### config.mk
export PLATFORM = sky130hd
export DESIGN_NAME = fpe_front
export DESIGN_NICKNAME = d
export VERILOG_FILES = /design/src/rtl/core/fpe_pkg.sv /design/src/rtl/core/fpe_front.sv
export SDC_FILE = /design/constraint.sdc
export NUM_CORES = 1
export LEC_CHECK = 0
export BUFFER_PORTS_ARGS = -buffer_cell sky130_fd_sc_hd__buf_2
export CAP_MARGIN = 40
export CORE_AREA = 8 8 244 246
export DETAILED_ROUTE_END_ITERATION = 10
export DIE_AREA = 0 0 252 254
export GPL_TIMING_DRIVEN = 0
export PLACE_DENSITY = 0.61
export SYNTH_ARGS = -nofsm -noshare
export SYNTH_HDL_FRONTEND = slang
export SYNTH_SLANG_ARGS = --single-unit
### constraint.sdc
create_clock -name clock -period 1.3 [get_ports clock]
set_input_delay 0.26 -clock clock [delete_from_list [all_inputs] [get_ports clock]]
set_output_delay 0.26 -clock clock [all_outputs]
set_load 0.005 [all_outputs]
### src/rtl/core/fpe_pkg.sv
// Shared types, constants and helpers of the frustum plane extractor.
package fpe_pkg;

   localparam int PLANE_COUNT   = 6;
   localparam int QUEUE_DEPTH   = 2;
   localparam int TERM_W        = 34;   // exact col4 +/- colN
   localparam int MAG_W         = 33;
   localparam int SQ_W          = 66;   // squares and their sum
   localparam int NUM_W         = 128;  // shifted dividend
   localparam int QUO_W         = 62;   // quotient bits below the overflow limit
   localparam int NORMAL_SHIFT  = 60;
   localparam int OFFSET_SHIFT  = 32;

   localparam logic [1:0] ROW_LAST = 2'd3;

   localparam logic [2:0] PLANE_LEFT   = 3'd0;
   localparam logic [2:0] PLANE_RIGHT  = 3'd1;
   localparam logic [2:0] PLANE_BOTTOM = 3'd2;
   localparam logic [2:0] PLANE_TOP    = 3'd3;
   localparam logic [2:0] PLANE_NEAR   = 3'd4;
   localparam logic [2:0] PLANE_FAR    = 3'd5;

   localparam logic [31:0] SAT_POS = 32'h7FFF_FFFF;
   localparam logic [31:0] SAT_NEG = 32'h8000_0000;

   typedef struct packed {
      logic [1:0]         row_index;
      logic signed [31:0] col1_value;
      logic signed [31:0] col2_value;
      logic signed [31:0] col3_value;
      logic signed [31:0] col4_value;
   } req_type;

   typedef struct packed {
      logic [2:0]         plane_index;
      logic signed [31:0] normal_x;
      logic signed [31:0] normal_y;
      logic signed [31:0] normal_z;
      logic signed [31:0] plane_offset;
      logic               last_plane;
   } rsp_type;

   // element (row*4 + column) of the matrix
   typedef logic [15:0][31:0] mat_type;

   typedef struct packed {
      logic start;
      logic big_shift;   // 1: normal component, 0: offset term
      logic neg;
   } ratio_cmd_type;

   typedef struct packed {
      logic        done;
      logic [31:0] value;
   } ratio_rsp_type;

   function automatic logic signed [TERM_W-1:0] plane_term(input mat_type m,
                                                           input logic [2:0] p,
                                                           input logic [1:0] r);
      logic signed [TERM_W-1:0] c1;
      logic signed [TERM_W-1:0] c2;
      logic signed [TERM_W-1:0] c3;
      logic signed [TERM_W-1:0] c4;
      logic signed [TERM_W-1:0] t;
      c1 = TERM_W'(signed'(m[{r, 2'd0}]));
      c2 = TERM_W'(signed'(m[{r, 2'd1}]));
      c3 = TERM_W'(signed'(m[{r, 2'd2}]));
      c4 = TERM_W'(signed'(m[{r, 2'd3}]));
      case (p)
         PLANE_LEFT:   t = c4 + c1;
         PLANE_RIGHT:  t = c4 - c1;
         PLANE_BOTTOM: t = c4 + c2;
         PLANE_TOP:    t = c4 - c2;
         PLANE_NEAR:   t = c3;
         default:      t = c4 - c3;
      endcase
      return t;
   endfunction

endpackage

### src/rtl/core/fpe_front.sv
// Input side: keeps matrix rows and hands a full matrix on when row 3 lands.
module fpe_front import fpe_pkg::*; (
   input  logic    clock,
   input  logic    reset,
   input  logic    req_valid,
   input  req_type req_data,
   output logic    req_stall,
   output logic    push,
   output mat_type push_data,
   input  logic    full
);

   mat_type store_ff, store_in;
   logic    accept;

   assign req_stall = full;
   assign accept    = req_valid && !full;
   assign push      = accept && (req_data.row_index == ROW_LAST);

   always_comb begin
      store_in = store_ff;
      if (accept) begin
         store_in[{req_data.row_index, 2'd0}] = req_data.col1_value;
         store_in[{req_data.row_index, 2'd1}] = req_data.col2_value;
         store_in[{req_data.row_index, 2'd2}] = req_data.col3_value;
         store_in[{req_data.row_index, 2'd3}] = req_data.col4_value;
      end
   end

   // rows 0..2 from the store, row 3 straight from the beat
   always_comb begin
      push_data     = store_ff;
      push_data[12] = req_data.col1_value;
      push_data[13] = req_data.col2_value;
      push_data[14] = req_data.col3_value;
      push_data[15] = req_data.col4_value;
   end

   always_ff @(posedge clock) begin
      if (reset) begin
         store_ff <= '0;
      end else begin
         store_ff <= store_in;
      end
   end

endmodule

Yosys cells after proc, flatten, opt, wreduce, memory -nomap -nowiden --
Cells that the tools add are included. Widths: inputs -> output; s select.
Cells by class: $lt $le $gt $ge 8, multiplexer cells 12, eq/ne operators 1, reduce and logical (&&, ||, !) cells 7
Operators by type and width (number):
- $bwmux 512 | 4
- $demux 32 s2 | 4
- $mux 32 | 4
- $lt 4x5->1 const B | 4
- $ge 4x1->1 const B | 4
- $logic_and 1x1->1 | 6
- $eq 2x2->1 const B | 1
- $logic_not 1->1 | 1
Storage, ports and cells: bits of input ports 134, flip-flop bits (word level) 512

Longest topological paths before layout --
depth in word-level cells 8, depth in mapped cells 5, gate-level depth less buffers 2

Least setup slack after synthesis --
Ideal clock, no wire load.
kind input port to flip-flop, start in req_data[129] (netlist bit), end reg store_ff (netlist bit push_data[0]), arrival 1.284 ns, setup slack -0.104 ns, stages 5, path through or4b_1 clkbuf_1 buf_6 buf_8 mux2i_1
Between the ends: word-level cells in the longest chain between the ends 8, elaborated cells on any way between the ends 9
RTL lines:
- from (decl) | line fpe_front.sv:6 | input req_type req_data,
- $lt 4x5->1 (implied by the code) / $ge 4x1->1 (equally long branches) | line fpe_front.sv:23 | store_in[{req_data.row_index, 2'd0}] = req_data.col1_value;
- $logic_and 1x1->1 (implied by the code) | line fpe_front.sv:23
- $mux 32 (implied by the code) | line fpe_front.sv:23
- $demux 32 s2 * | line fpe_front.sv:23
- $bwmux 512 * | line fpe_front.sv:23
- $bwmux 512 * | line fpe_front.sv:24 | store_in[{req_data.row_index, 2'd1}] = req_data.col2_value;
- $bwmux 512 * | line fpe_front.sv:25 | store_in[{req_data.row_index, 2'd2}] = req_data.col3_value;
- $bwmux 512 * | line fpe_front.sv:26 | store_in[{req_data.row_index, 2'd3}] = req_data.col4_value;
- to (signal assigned) | line fpe_front.sv:43 | store_ff <= store_in;
- to (decl) | line fpe_front.sv:13 | mat_type store_ff, store_in;
Every way passes the cells marked *; elsewhere a longest branch is shown, timed or not. A chain may end at the register's enable or synchronous reset.

Worst setup path in the final report --
start reg store_ff (netlist bit push_data[233]), end out push_data[233] (netlist bit)
RTL lines:
- to (decl) | line fpe_front.sv:9 | output mat_type push_data,
No word-level cell between the ends.

==> metrics.md <==
| Metric | Value |
|---|---|
| Outcome | finished clean |
| DR pass1 iterations | 5 |
| Levels on crit path | 1 |
| Actual slew at the worst max-slew pin | 0.702 ns |
| Clk Latency, worst-skew pair | 0.55 ns |
| Worst hold path type | primary input to flip-flop |
| Post-Synth Simple-Gate Area | 20.1% |
| Synth warnings | 0 |
| Mapped Area | 16300 um^2 |
| P&R area growth vs syn | 55.4% |
| DP Wirelength | 48.2 mm |
| Yosys top cell by area | dfxtp_1 |
| DIE AREA | 64000 um^2 |
| Pleak | 12.5 nW |
| H-tree depth | 2 |
| Worst stage delay on the critical path | 0.36 ns |
| Reg2Reg Depth | 4 |
| Largest family of logic cells by synthesized area | multiplexers |
| First-pass GRT wire length | 90.2 mm |
| Final Hold Viols | 0 |
| WS Path Type | flip-flop to output port |
| Vias per cell | 4.36 |
| TritonCTS Buffers | 43 |
| Fmax | 772 MHz |
| # rows | 87 |
| WHS Path Cells | 3 |
| PD cells | 1100 nW/um^2 |
| CP Capture Type | output port |
| Critical Path AT | 1.04 ns |
| CP startpoint kind | flip-flop |
| Gpl congestion | 0.827 |
| Multiplexer area fraction after synthesis | 23.6% |
| Clock sink total | 384 |
| VDD IR max | 921 uV |
| #FFs+latches synth | 384 |
| Crit path required time | 1.04 ns |
| DRC | 0 |
| Vias in the first global route | 14400 |
| Seq/Total Area, Yosys | 47.3% |
| Post-synth top area share | 47.3% |
| DP Cell Count | 2926 |
| Count of pins over their slew limit | 0 |
| Sequential standard cell area | 8190 um^2 |
| Fraction of synthesized cell area in xor and xnor cells | 0% |
| Rel. slew slack | 53.2% |
| Die height | 254 um |
| CTS tree | done |
| Starting Density | 29.2% |
| Final WL | 62.9 mm |
| Placement Setup Slack | -0.990 ns |
| GRT Resource Usage Total | 18.3% |
| Initial antenna violation count | 0 |
| Buf/Inv on CP | 1 |
| Share of post-route cells with drive strength above 1 | 59.1% |
| Crit-path max FO | 2 |
| Adder-Cell Fraction of Synth Area | 0% |
| Antenna-violating nets left | 0 |
| Synth cell types | 13 |
| Slowest cell on the critical path | dfxtp_4 |
| Multi-input logic area | 7120 um^2 |
| Post-synth net total | 1649 |
| Top cells by area, synth | dfxtp_1 47%, mux2i_1 24%, nand2b_1 20% |
| Post-synthesis compound-gate area fraction | 0% |
| Power, Total | 0.0278 W |
| Final Non-Filler Cells | 3132 |
| Initial DRC count | 392 |
| Final setup viols | 0 |
| Setup ws final | 0.00481 ns |
| Most common cell after layout, fill and taps aside | nand2b_1 |
| Ports | 648 |
| Via count | 13600 |
| Delay-heaviest family, CP | flip-flops |
| Grt total ovfl | 0 |
| Pin count of the biggest net entering global routing | 14 |
| Root Driver | clkbuf_16 |
| Syn Area/Cell | 10.7 um^2 |
| WL/cell | 20.1 um |
| Worst Skew | 0 ns |
| Final nets | 2471 |
| RSZ-0062 raised after global routing | yes |
| I/O Buffers | 646 |
| Mapped Cells | 1515 |
| Clock buffer depth | 3 |
| Most frequent cells in the layout | 512 x nand2b_1, 398 x buf_2, 384 x mux2i_1 |
| Core box area | 55700 um^2 |
| Max FFs per register | 384 |
| Crit path cell chain | buf_6 |
| Min Tclk post-route | 1.30 ns |
| FILL cells | 5227 |
| Fin crit share | 99.6% |
| Clk pin slew, worst setup/hold paths | 0.06 ns |
| Max-cap viol count | 0 |
| Die X | 252 um |
-- cells by family after synthesis --
group | after synthesis
multiplexers | 384
buffers and inverters | 229
flip-flops | 384
AND/OR/NAND/NOR | 518
-- metrics by stage --
| stage | setup TNS [ns] | area (um^2) | util, % | hold slack, ns |
|---|---|---|---|---|
| detailed placement | -271.68 | 20600 | 36.9 | 0.459 |
| CTS | -1.07 | 24100 | 43.3 | 0.000146 |
| global placement | -390.88 | 20400 | 36.7 | 0.456 |
| finish | 0 | 25300 | 45.4 | 0.0358 |
| floorplan | -7.54 | 16300 | - | 0.458 |
| global route | -1.73 | 25300 | 45.3 | 0.0128 |
-- synthesized netlist by cell type (all sizes together) --
cell type / n
and4b: 1
and4bb: 1
buf: 168
clkbuf: 61
dfxtp: 384
mux2i: 384
nand2b: 512
nand4bb: 2
nor4b: 1
or4b: 1
-- final timing paths --
check	slack, ns	startpoint	endpoint
min	0.04	req_data[102]	push_data[6]
min reg2reg	0.47	push_data[104]	push_data[104]
max reg2reg	0.48	push_data[309]	push_data[309]
max	0.005	push_data[233]	push_data[233]
-- where the power goes --
part           internal, W  switching, W
registers           0.0121      0.000190
logic              0.00162       0.00136
clock network      0.00752       0.00504
total               0.0212       0.00659
-- timing repair --
action                     CTS  global route
setup buffers               29            77
gates cloned                 0             0
resized for setup          581           131
hold endpoints to repair    24             0
setup endpoints to repair  675           349
hold buffers                18             0
-- final cells by class --
class	instances	area share, %
Tap cell	756	3.74
Antenna cell	6	0.0594
Sequential cell	384	32.4
Clock inverter	17	0.807
Clock buffer	61	4.96
Timing Repair Buffer	779	24.0
Buffer	227	5.92
Multi-Input combinational cell	902	28.1
-- metal layers --
metal  GRT usage, %  part of all wire [%]  up-vias
met4           5.59                   2.4        0
met3           5.55                   7.4       83
met1           20.4                    40     6602
met5              0                     0        -
li1               -                     -     6480
met2           33.0                    51      483
-- worst register-to-register path, delay by kind of cell, from the launching register on --
kind | cells | cell delay, ns
mux | 1 | 0.06
buf+inv | 2 | 0.24
flops | 1 | 0.33
simple gates | 1 | 0.06
(Power assumes the default switching activity.)
