[config.mk]
export PLATFORM = sky130hd
export DESIGN_NAME = fpe_queue
export DESIGN_NICKNAME = d
export VERILOG_FILES = /design/src/rtl/core/fpe_pkg.sv /design/src/rtl/core/fpe_queue.sv
export SDC_FILE = /design/constraint.sdc
export NUM_CORES = 1
export LEC_CHECK = 0
export ABC_AREA = 0
export BUFFER_PORTS_ARGS = -buffer_cell sky130_fd_sc_hd__buf_2
export CORE_AREA = 2 2 406 408
export DETAILED_ROUTE_END_ITERATION = 8
export DIE_AREA = 0 0 408 410
export HOLD_SLACK_MARGIN = 0.08
export PLACE_DENSITY_LB_ADDON = 0.08
export SYNTH_ARGS = -nofsm -noshare
export SYNTH_HDL_FRONTEND = slang
export SYNTH_SLANG_ARGS = --single-unit
[constraint.sdc]
create_clock -name clock -period 57.3 [get_ports clock]
set_input_delay 5.73 -clock clock [delete_from_list [all_inputs] [get_ports clock]]
set_output_delay 5.73 -clock clock [all_outputs]
set_load 0.03 [all_outputs]
[src/rtl/core/fpe_pkg.sv]
// Shared types, constants and helpers of the frustum plane extractor.
package fpe_pkg;

   localparam int PLANE_COUNT   = 6;
   localparam int QUEUE_DEPTH   = 2;
   localparam int TERM_W        = 34;   // exact col4 +/- colN
   localparam int MAG_W         = 33;
   localparam int SQ_W          = 66;   // squares and their sum
   localparam int NUM_W         = 128;  // shifted dividend
   localparam int QUO_W         = 62;   // quotient bits below the overflow limit
   localparam int NORMAL_SHIFT  = 60;
   localparam int OFFSET_SHIFT  = 32;

   localparam logic [1:0] ROW_LAST = 2'd3;

   localparam logic [2:0] PLANE_LEFT   = 3'd0;
   localparam logic [2:0] PLANE_RIGHT  = 3'd1;
   localparam logic [2:0] PLANE_BOTTOM = 3'd2;
   localparam logic [2:0] PLANE_TOP    = 3'd3;
   localparam logic [2:0] PLANE_NEAR   = 3'd4;
   localparam logic [2:0] PLANE_FAR    = 3'd5;

   localparam logic [31:0] SAT_POS = 32'h7FFF_FFFF;
   localparam logic [31:0] SAT_NEG = 32'h8000_0000;

   typedef struct packed {
      logic [1:0]         row_index;
      logic signed [31:0] col1_value;
      logic signed [31:0] col2_value;
      logic signed [31:0] col3_value;
      logic signed [31:0] col4_value;
   } req_type;

   typedef struct packed {
      logic [2:0]         plane_index;
      logic signed [31:0] normal_x;
      logic signed [31:0] normal_y;
      logic signed [31:0] normal_z;
      logic signed [31:0] plane_offset;
      logic               last_plane;
   } rsp_type;

   // element (row*4 + column) of the matrix
   typedef logic [15:0][31:0] mat_type;

   typedef struct packed {
      logic start;
      logic big_shift;   // 1: normal component, 0: offset term
      logic neg;
   } ratio_cmd_type;

   typedef struct packed {
      logic        done;
      logic [31:0] value;
   } ratio_rsp_type;

   function automatic logic signed [TERM_W-1:0] plane_term(input mat_type m,
                                                           input logic [2:0] p,
                                                           input logic [1:0] r);
      logic signed [TERM_W-1:0] c1;
      logic signed [TERM_W-1:0] c2;
      logic signed [TERM_W-1:0] c3;
      logic signed [TERM_W-1:0] c4;
      logic signed [TERM_W-1:0] t;
      c1 = TERM_W'(signed'(m[{r, 2'd0}]));
      c2 = TERM_W'(signed'(m[{r, 2'd1}]));
      c3 = TERM_W'(signed'(m[{r, 2'd2}]));
      c4 = TERM_W'(signed'(m[{r, 2'd3}]));
      case (p)
         PLANE_LEFT:   t = c4 + c1;
         PLANE_RIGHT:  t = c4 - c1;
         PLANE_BOTTOM: t = c4 + c2;
         PLANE_TOP:    t = c4 - c2;
         PLANE_NEAR:   t = c3;
         default:      t = c4 - c3;
      endcase
      return t;
   endfunction

endpackage

[src/rtl/core/fpe_queue.sv]
// Short matrix queue between the front and back halves.
module fpe_queue import fpe_pkg::*; #(
   parameter int DEPTH = QUEUE_DEPTH
) (
   input  logic    clock,
   input  logic    reset,
   input  logic    push,
   input  mat_type push_data,
   output logic    full,
   input  logic    pop,
   output mat_type pop_data,
   output logic    empty
);

   localparam int PTR_W = (DEPTH > 1) ? $clog2(DEPTH) : 1;
   localparam int CNT_W = $clog2(DEPTH + 1);

   mat_type          mem_ff [DEPTH];
   logic [PTR_W-1:0] wr_ptr_ff, wr_ptr_in, rd_ptr_ff, rd_ptr_in;
   logic [CNT_W-1:0] count_ff, count_in;

   function automatic logic [PTR_W-1:0] bump(input logic [PTR_W-1:0] p);
      return (p == PTR_W'(DEPTH - 1)) ? '0 : p + PTR_W'(1);
   endfunction

   assign full     = (count_ff == CNT_W'(DEPTH));
   assign empty    = (count_ff == '0);
   assign pop_data = mem_ff[rd_ptr_ff];

   always_comb begin
      wr_ptr_in = push ? bump(wr_ptr_ff) : wr_ptr_ff;
      rd_ptr_in = pop ? bump(rd_ptr_ff) : rd_ptr_ff;
      count_in  = count_ff;
      if (push && !pop) begin
         count_in = count_ff + CNT_W'(1);
      end else if (pop && !push) begin
         count_in = count_ff - CNT_W'(1);
      end
   end

   always_ff @(posedge clock) begin
      if (push) begin
         mem_ff[wr_ptr_ff] <= push_data;
      end
   end

   always_ff @(posedge clock) begin
      if (reset) begin
         wr_ptr_ff <= '0;
         rd_ptr_ff <= '0;
         count_ff  <= '0;
      end else begin
         wr_ptr_ff <= wr_ptr_in;
         rd_ptr_ff <= rd_ptr_in;
         count_ff  <= count_in;
      end
   end

endmodule

Yosys cells after proc, flatten, opt, wreduce, memory -nomap -nowiden

Memory sizes are Yosys's and may differ from the RTL's. A register that Yosys moved wholly into a read port is not among the register bits.
Cells that the tools add are included.

Add/subtract/negate cells: 4
Eq/ne operators: 1
Muxes and demuxes: 8
Reduce and logical (&&, ||, !) cells: 6

Operators with widths:

| cell                  | count |
|---|---|
| $mux W1               | 6 |
| $mux W2               | 2 |
| $add A1 B1 Y1 const B | 2 |
| $add A2 B1 Y2 const B | 1 |
| $eq A2 B2 Y1 const B  | 1 |
| $logic_and A1 B1 Y1   | 2 |
| $logic_not A1 Y1      | 2 |
| $logic_not A2 Y1      | 1 |
| $reduce_bool A2 Y1    | 1 |
| $sub A2 B1 Y2 const B | 1 |

Flip-flop bits (word level): 4
Memory bits (writable): 1024
Input bits: 516
Output and inout port bits: 514
Logic and storage cells: 23
Memories: 1

Memories:

| memory | depth | bits a word | rd ports | clocked after memory_dff | wr ports | line            | source |
|---|---|---|---|---|---|---|---|
| mem_ff | 2     | 512         | 1        | 1                        | 1        | fpe_queue.sv:18 | `mat_type mem_ff [DEPTH];` |

Depth between registers and ports, before layout

Depth after elaboration: 4
Mapped depth: 5
Mapped depth without buffers: 5

Worst setup path after synthesis

OpenSTA, ideal clock, no wires.

Path type: in2reg
From: in push
To: mem mem_ff[0][0] (netlist name), enable pin
Library setup time: 1.461 ns
Data arrival time: 27.680 ns
Data required time: 55.839 ns
Path slack: 28.159 ns
Stages on the path: 1
Path buffers: 0
Cells stage by stage: nor2b_1

Word-level cells in the longest chain between the ends: 2

Ends and longest elaborated chain:

| what                          | line            | source |
|---|---|---|
| start: declaration            | fpe_queue.sv:7  | `input logic push,` |
| $mux W1                       | fpe_queue.sv:42 | `if (push) begin` |
| $mux W1 (not written as such) | fpe_queue.sv:43 | `mem_ff[wr_ptr_ff] <= push_data;` |
| end: declaration              | fpe_queue.sv:18 |  |

No other way between the ends.

==> impl_metrics.tcl <==
set metrics [dict create \
    htreeDepth 4 \
    grt_max_degree 152 \
    final_cell_mix "buf_2, edfxtp_1, mux2_2" \
    status "completed" \
    nFillCells 16300 \
    mostFrequentLayoutCell "buf_2" \
    r2r-start "wr_ptr_ff" \
    vias 20000 \
    gp_congestion 0.778 \
    first_pass_iters 5 \
    synth_seq_area_share_pct 82.6 \
    ios 1030 \
    netlist_area_um2 37400 \
    synth_area_per_cell_um2 23.1 \
    wire_per_inst_um 23.2 \
    required_ns 51.57 \
    slew_headroom_pct 22.0 \
    track_usage_pct 13.5 \
    hpwl_mm 83.3 \
    drv_slew 0 \
    grt_setup_unrepaired "false" \
    r2r-end "mem_ff[1][120]" \
    row_count 149 \
    slowest_delay_ns 0.91 \
    clk_latency_ns 0.72 \
    wirelength_mm 117 \
    arrival_ns 4.81 \
    period_minus_slack_ns 10.54 \
    clockBufferDepth 3 \
    regToRegSetupSlack_ns 52.21 \
    critPathMostFrequentCell "buf_4" \
    cts_sinks 1029 \
    clk_pin_slew_ns 0.05 \
    drive_gt1_share_pct 61.0 \
    critPathLaunchType "flip-flop" \
    ctsHoldBuffers 0 \
    hold_depth 2 \
    final_nets 3256 \
    drc 0 \
    r2r_cells 5 \
    peakVddDrop_uv 26.4 \
    layout_worst_path_cycle_share_pct 18.4 \
    antenna_found_initial 109 \
    via_per_inst 3.99 \
    crit_slowest_cell "buf_4" \
    area_delta_synth_final_pct 30.4 \
    fp.dieW_um 408 \
    grt_pass1_vias 21200 \
    coreArea_um2 163000 \
    antenna_left 0 \
    hold_class "reg -> reg" \
    numCtsBuffers 131 \
    timing.fmax_mhz 94.9 \
    drt_iter0_markers 925 \
    ys_types 16 \
    p_per_area_nw_per_um2 38.9 \
    finish.utilization_pct 29.8 \
    setup_viol 0 \
    worstPathMaxFanout 70 \
    ctsResizeCount 0 \
    end_kind "output pin" \
    netlist_instances 1615 \
    overflow 0 \
    cap_violations 0 \
    port_buffers 1029 \
    die-area_um2 167000 \
    crit_family "buffers and inverters" \
    worst_pin_slew_ns 1.17 \
    fp.dieH_um 410 \
    start_util_pct 22.9 \
    cts_tree "done" \
    syn_nets 2132 \
    hold_start "count_ff[1]" \
    cellLeakagePower_nw 17.7 \
    crit_type "reg -> out" \
    fin_skew_ns 0.0226 \
    hold_viol 0 \
    yosys_warnings 0 \
    fin_tns_setup_ns 0 \
    ys_ff_latch 1029 \
    path_cells "buf_4 -> buf_4 -> buf_4 -> mux2_2 -> buf_2" \
    hold_path_end "count_ff[1]" \
    post_cts_buffers 0 \
    grt_pass1_wl_mm 161 \
    critical_path_buf_inv_count 4 \
    cts_root_buf "clkbuf_16" \
]
final cells by class:
type	count	area, um^2	area share, %
sequential	1029	30900	63.3
timing repair buffer	1048	5330	10.9
inverter	1	3.75	0.00771
antenna	12	30.0	0.0617
tap	2189	2740	5.62
clock inverter	49	343	0.704
clock buffer	171	3530	7.25
multi-input combinational	528	5880	12.1
how the worst max path moves through the flow:
stage,startpoint,endpoint,slack [ns],cells after the start
5_1_grt,flip-flop,pop_data[69],46.36,5
4_1_cts,flip-flop,pop_data[100],46.48,5
3_3_place_gp,push,mem_ff[1][117],46.74,6
2_1_floorplan,push,mem_ff[0][0],28.16,1
6_report,flip-flop,pop_data[195],46.76,5
3_5_place_dp,push,mem_ff[1][117],46.61,6
sequential cells by signal, summed over array words and instances (netlist names), named ones only:
| signal | flops |
|---|---|
| count_ff | 2 |
| wr_ptr_ff | 1 |
| rd_ptr_ff | 1 |
| mem_ff | 1024 |
layer usage:
| layer | up-vias | share of wire [%] | GRT usage [%] |
|---|---|---|---|
| met5 | - | 0.42 | 0 |
| met4 | 82 | 3.4 | 4.78 |
| met3 | 333 | 11 | 7.31 |
| met2 | 881 | 50 | 23.5 |
| met1 | 9975 | 35 | 13.7 |
| li1 | 8771 | - | - |
synthesized netlist by cell type:
cell | instances | area, um^2
clkbuf_8 | 8 | 110
xnor2_1 | 2 | 17.5
mux2_2 | 512 | 5770
nor2b_1 | 2 | 12.5
dfxtp_1 | 5 | 100
and2_1 | 1 | 6.26
o21ai_0 | 1 | 5.00
buf_2 | 3 | 15.0
buf_6 | 46 | 518
inv_1 | 1 | 3.75
nor2_1 | 5 | 18.8
a21oi_1 | 1 | 5.00
xor2_1 | 2 | 17.5
or3_1 | 1 | 6.26
edfxtp_1 | 1024 | 30700
ha_1 | 1 | 12.5
worst reg2reg max path, cell delays in order (launching register included):
cell	delay, ns
dfxtp_1	0.40
and2_4	0.91
buf_4	0.89
buf_4	0.72
buf_4	0.78
buf_4	0.94
metrics by stage:
stage | setup WS [ns] | power (mW) | cells | instance area (um^2) | hold slack, ns
2_1_floorplan | 28.16 | 1.10 | 1615 | 37400 | 0.461
3_3_place_gp | 46.74 | 1.17 | 4795 | 44800 | 0.484
3_5_place_dp | 46.61 | 1.17 | 4795 | 44800 | 0.501
4_1_cts | 46.48 | 1.94 | 5015 | 48700 | 0.508
5_1_grt | 46.36 | 1.97 | 5022 | 48700 | 0.525
6_report | 46.76 | 1.89 | 5027 | 48700 | 0.502
power by group:
| group | total [mW] | internal (mW) | switching (mW) |
|---|---|---|---|
| logic | 0.257 | 0.0807 | 0.177 |
| clock network | 0.747 | 0.444 | 0.303 |
| registers | 0.890 | 0.881 | 0.00920 |
| total | 1.89 | 1.41 | 0.489 |
cell families after synthesis:
family	Yosys count	share of synthesized area, %
adders and majority gates	1	0.0335
buffers and inverters	58	1.73
and+or+nand+nor	9	0.117
AOI/OAI and AO/OA	2	0.0268
xor gates and xnor gates	4	0.0938
DFF	1029	82.6
muxes	512	15.4
(Power assumes the default switching activity.)
